`config.mk`:
```
export PLATFORM = sky130hd
export DESIGN_NAME = upg_div
export DESIGN_NICKNAME = d
export VERILOG_FILES = /design/src/rtl/upg_div.sv
export SDC_FILE = /design/constraint.sdc
export NUM_CORES = 1
export LEC_CHECK = 0
export CAP_MARGIN = 10
export CORE_MARGIN = 8
export CORE_UTILIZATION = 40
export CTS_CLUSTER_SIZE = 25
export DETAILED_ROUTE_END_ITERATION = 8
export DONT_BUFFER_PORTS = 1
export MAX_ROUTING_LAYER = met4
export PLACE_DENSITY = 0.6
export SLEW_MARGIN = 25
export SYNTH_ARGS = -nofsm -noshare
export SYNTH_HDL_FRONTEND = slang
export SYNTH_SLANG_ARGS = --single-unit
```
`constraint.sdc`:
```
create_clock -name clk_i -period 5.7 [get_ports clk_i]
set_input_delay 1.14 -clock clk_i [delete_from_list [all_inputs] [get_ports clk_i]]
set_output_delay 1.14 -clock clk_i [all_outputs]
set_load 0.1 [all_outputs]
```
`src/rtl/upg_div.sv`:
```
// pipelined restoring divider, one quotient bit per register stage, with sideband
// no package dependencies; instantiated by underwater_pixel_grade
`default_nettype none

module upg_div #(
  parameter int unsigned NW = 31,
  parameter int unsigned DW = 16,
  parameter int unsigned QB = 15,
  parameter int unsigned SW = 1
) (
  input  logic          clk_i,
  input  logic          rst_ni,
  input  logic          en_i,
  input  logic          vld_i,
  input  logic [NW-1:0] num_i,
  input  logic [DW-1:0] den_i,
  input  logic [SW-1:0] side_i,
  output logic          vld_o,
  output logic [QB-1:0] quo_o,
  output logic [SW-1:0] side_o
);

  localparam int unsigned CW = NW + DW;

  logic [NW-1:0] rem_q  [QB];
  logic [DW-1:0] den_q  [QB];
  logic [QB-1:0] quo_q  [QB];
  logic [SW-1:0] side_q [QB];
  logic          vld_q  [QB];

  for (genvar s = 0; s < QB; s++) begin : g_stage
    localparam int unsigned B = QB - 1 - s;
    logic [NW-1:0] rem_in;
    logic [DW-1:0] den_in;
    logic [QB-1:0] quo_in;
    logic [SW-1:0] side_in;
    logic          vld_in;
    logic [CW-1:0] sub;

    if (s == 0) begin : g_first
      assign rem_in  = num_i;
      assign den_in  = den_i;
      assign quo_in  = '0;
      assign side_in = side_i;
      assign vld_in  = vld_i;
    end else begin : g_next
      assign rem_in  = rem_q[s-1];
      assign den_in  = den_q[s-1];
      assign quo_in  = quo_q[s-1];
      assign side_in = side_q[s-1];
      assign vld_in  = vld_q[s-1];
    end

    assign sub = CW'(den_in) << B;

    always_ff @(posedge clk_i or negedge rst_ni) begin
      if (!rst_ni) begin
        vld_q[s] <= 1'b0;
      end else if (en_i) begin
        vld_q[s] <= vld_in;
      end
    end

    always_ff @(posedge clk_i) begin
      if (en_i) begin
        den_q[s]  <= den_in;
        side_q[s] <= side_in;
        if (CW'(rem_in) >= sub) begin
          rem_q[s] <= rem_in - NW'(sub);
          quo_q[s] <= quo_in | (QB'(1) << B);
        end else begin
          rem_q[s] <= rem_in;
          quo_q[s] <= quo_in;
        end
      end
    end
  end

  assign vld_o  = vld_q[QB-1];
  assign quo_o  = quo_q[QB-1];
  assign side_o = side_q[QB-1];

endmodule

`default_nettype wire

```
==> metrics.cfg <==
[timing]
min_period_ns = 3.77
finalSetupTns_ns = 0
clock.fmax_mhz = 265
skew_ns = 0.0181
fin_crit_sh = 0.662
relSlewSlack = 0.0360
finalSetupViolCount = 0
rsz0062_at_grt = false
finalHoldViolCount = 0
worstMarginPinSlew_ns = 1.45
finalMaxSlewViolations = 0

[detailed_routing]
postRouteAntennaNets = 0
drcViolationCount = 0
dr.pass1.iters = 5
num_vias = 25186
drt_iter0_drc = 1277
wl_per_cell_um = 17.1
vias_per_cell = 5.16
drt-total-wl_um = 83200

[setup_path]
crit_fanout = 32
reg2regPathDepth = 11
required_ns = 6.08
crit_type = flip-flop to flip-flop
end_kind = flip-flop
crit_arrival_ns = 4.15
startpoint_type = flip-flop

[finish]
multiInputGateArea_um2 = 15800
fin_nets = 3736
area_growth_pct = 10.8
nFillCells = 9440
stdcell_count = 4878
drive_gt1_frac = 0.0792
num_antenna_cells = 0
ff_latch_area_um2 = 24200

[synthesis]
async_reset_ff_frac = 0.0186
synth_edf_count = 793
synth_top_area_frac = 0.576
syn_inst = 3407
seq_area_frac_synth = 0.585
avgSynthCellArea_um2 = 12.1
dominantRegCellSynth = edfxtp_1
yosysTopAreaCell = edfxtp_1
synthesis.area_um2 = 41400
ys_types = 95
yosys_warnings = 0
synth-seq-cells = 808
syn-num-nets = 3713
synthTopCellsByArea = edfxtp_1 (58%), ha_1 (7.3%), xnor2_1 (3.0%)

[die]
die_x_um = 338
io-pin-count = 69
num_rows = 118
die_h_um = 338
coreArea_um2 = 103000
die_area_um2 = 114000
start_util = 0.401

[clocking]
post-cts-setup-buffers = 0
clock_latency_ns = 0.64
ctsHoldBuffers = 0
cts_tree = yes
clock_path_buffers = 3
numClockSinks = 808
numCtsBuffers = 87
cts_resized = 0
clkSlewWorstSetupHoldPaths_ns = 0.06
htree_levels = 3
cts_root_buf = clkbuf_16

[min_path]
hold_class = input pin to async pin

[placed_design]
dp.cells = 4716
portBuffers = 0
place_congestion = 0.904
hpwlAfterDp_um = 61300

[global_routing]
grt_util_met1 = 0.145
first_global_vias = 25603
grt-busiest-layer = met2
grt_pass1_wl_um = 132000
grt_usage = 0.149
grt_use_met3 = 0.0253
antenna_found_initial = 0
met2_usage = 0.286
overflow = 0
grt_max_degree = 824

[power]
seq_power_share = 0.426
vdd_drop_max_mv = 0.238
power_leakage_nw = 17.1
p_comb_frac = 0.311
power.share.clock = 0.264
p_int_mw = 14.4
powerDensity_nw_per_um2 = 461
swShare = 0.319
switching_power_mw = 6.73
p_total_mw = 21.1

[status]
outcome = complete, no violations

[flow_run]
maxCapViolations = 0

## through the flow
step | utilization | setup slack, ns | instance area, µm² | hold slack [ns]
after detailed placement | 0.416 | 1.62 | 42900 | 0.405
final | 0.445 | 1.93 | 45800 | 0.197
after floorplan | - | 1.82 | 41400 | 0.400
after global routing | 0.445 | 1.72 | 45800 | 0.142
after global placement | 0.416 | 1.67 | 42900 | 0.400
after CTS | 0.444 | 1.76 | 45700 | 0.140
## cells in the final DEF, fill, tap and decap left out, types with 9 or more instances in the layout
cell and n:
a211oi_1 19, a21o_1 80, a21oi_1 238, a31oi_1 17, and2_1 19, and3_1 13
buf_4 13, bufinv_16 10, clkbuf_1 18, clkbuf_16 88, clkinv_1 16, clkinv_2 14
dfrtp_1 15, edfxtp_1 793, fa_1 14, ha_1 240, inv_1 294, mux2_2 80
nand2_1 214, nand2b_1 38, nand3_1 37, nand3b_1 9, nand4_1 39, nand4b_1 15
nor2_1 215, nor2b_1 49, nor3_1 69, nor4_1 47, nor4b_1 9, o211ai_1 9
o21a_1 47, o21ai_0 193, o21bai_1 17, o31a_1 17, o31ai_1 21, or2_2 15
or3_1 18, or4_1 17, xnor2_1 140, xor2_1 123
## area by class of cell
cell class | instances | share of cell area
clock inverter | 51 | 0.0121
timing repair buffer | 18 | 0.00478
tap | 1380 | 0.0377
inverter | 294 | 0.0241
sequential | 808 | 0.528
clock buffer | 106 | 0.0495
multi-input combinational | 2221 | 0.344
## metal layers
metal  part of all wire  up-vias
li1                   -    12647
met3              0.033      200
met1               0.37    11941
met5                  0        -
met2               0.55      398
met4              0.049        0
## kinds of logic (layout without fill, tap and decap cells)
kind of cell    after synthesis  count (layout)  share of synthesized area
buf+inv                     378             469                     0.0348
fa+ha+maj                   254             254                     0.0794
mux                          86              86                     0.0232
compound gates              746             746                      0.113
simple gates                872             872                      0.109
flops                       808             808                      0.585
xor+xnor                    263             263                     0.0557
## cells in the mapped netlist (15+ instances only)
cell	number
o21a_1	47
a211oi_1	19
dfrtp_1	15
a21o_1	80
nand4b_1	15
o31ai_1	21
ha_1	240
nand3_1	37
clkbuf_1	65
nor4_1	47
or3_1	18
xnor2_1	140
a21oi_1	238
edfxtp_1	793
and2_1	19
mux2_2	80
nand2_1	214
or2_2	15
nand2b_1	39
xor2_1	123
nand4_1	39
a31oi_1	17
nor2b_1	49
o21bai_1	17
inv_1	294
or4_1	17
o31a_1	17
o21ai_0	193
nor3_1	72
nor2_1	215
## critical path, cell delays in order, from the launching register on
cell and delay [ns]:
edfxtp_1 0.40, ha_1 0.22, fa_1 0.40, nor2b_1 0.17, o31ai_1 0.13, a21oi_1 0.29, nor2_1 0.15, or4_1 0.54
and4_4 0.28, or4b_1 0.52, a21oi_1 0.31, xor2_1 0.10
## worst paths after layout
check	startpoint	endpoint	slack, ns
setup / recovery	den_q[1][0]$_DFFE_PP_	rem_q[1][55]$_DFFE_PP_	1.93
hold / removal	rst_ni	g_stage[14].vld_in$_DFFE_PN0P_	0.20
setup reg to reg	den_q[1][0]$_DFFE_PP_	rem_q[1][55]$_DFFE_PP_	1.93
hold reg to reg	quo_q[0][116]$_DFFE_PP_	quo_q[1][11]$_DFFE_PP_	0.41
max in group asynchronous	rst_ni	g_stage[11].vld_in$_DFFE_PN0P_	5.43
min in group clk_i	quo_q[0][116]$_DFFE_PP_	quo_q[1][11]$_DFFE_PP_	0.41
## registers in the layout, indices dropped and copies added, names as in the netlist
register	flops
rem_q	434
den_q	224
g_stage.vld_in	14
side_q	15
quo_q	120
vld_o	1
## power groups by stage
| stage | Combinational (mW) | Clock [mW] | Sequential, mW |
|---|---|---|---|
| after global placement | 6.37 | 0 | 9.10 |
| final | 6.56 | 5.57 | 8.98 |
| after detailed placement | 6.43 | 0 | 9.11 |
| after CTS | 6.47 | 5.74 | 8.99 |
| after global routing | 7.35 | 5.97 | 9.11 |
| after floorplan | 5.21 | 0 | 8.79 |
(Power assumes the default switching activity.)
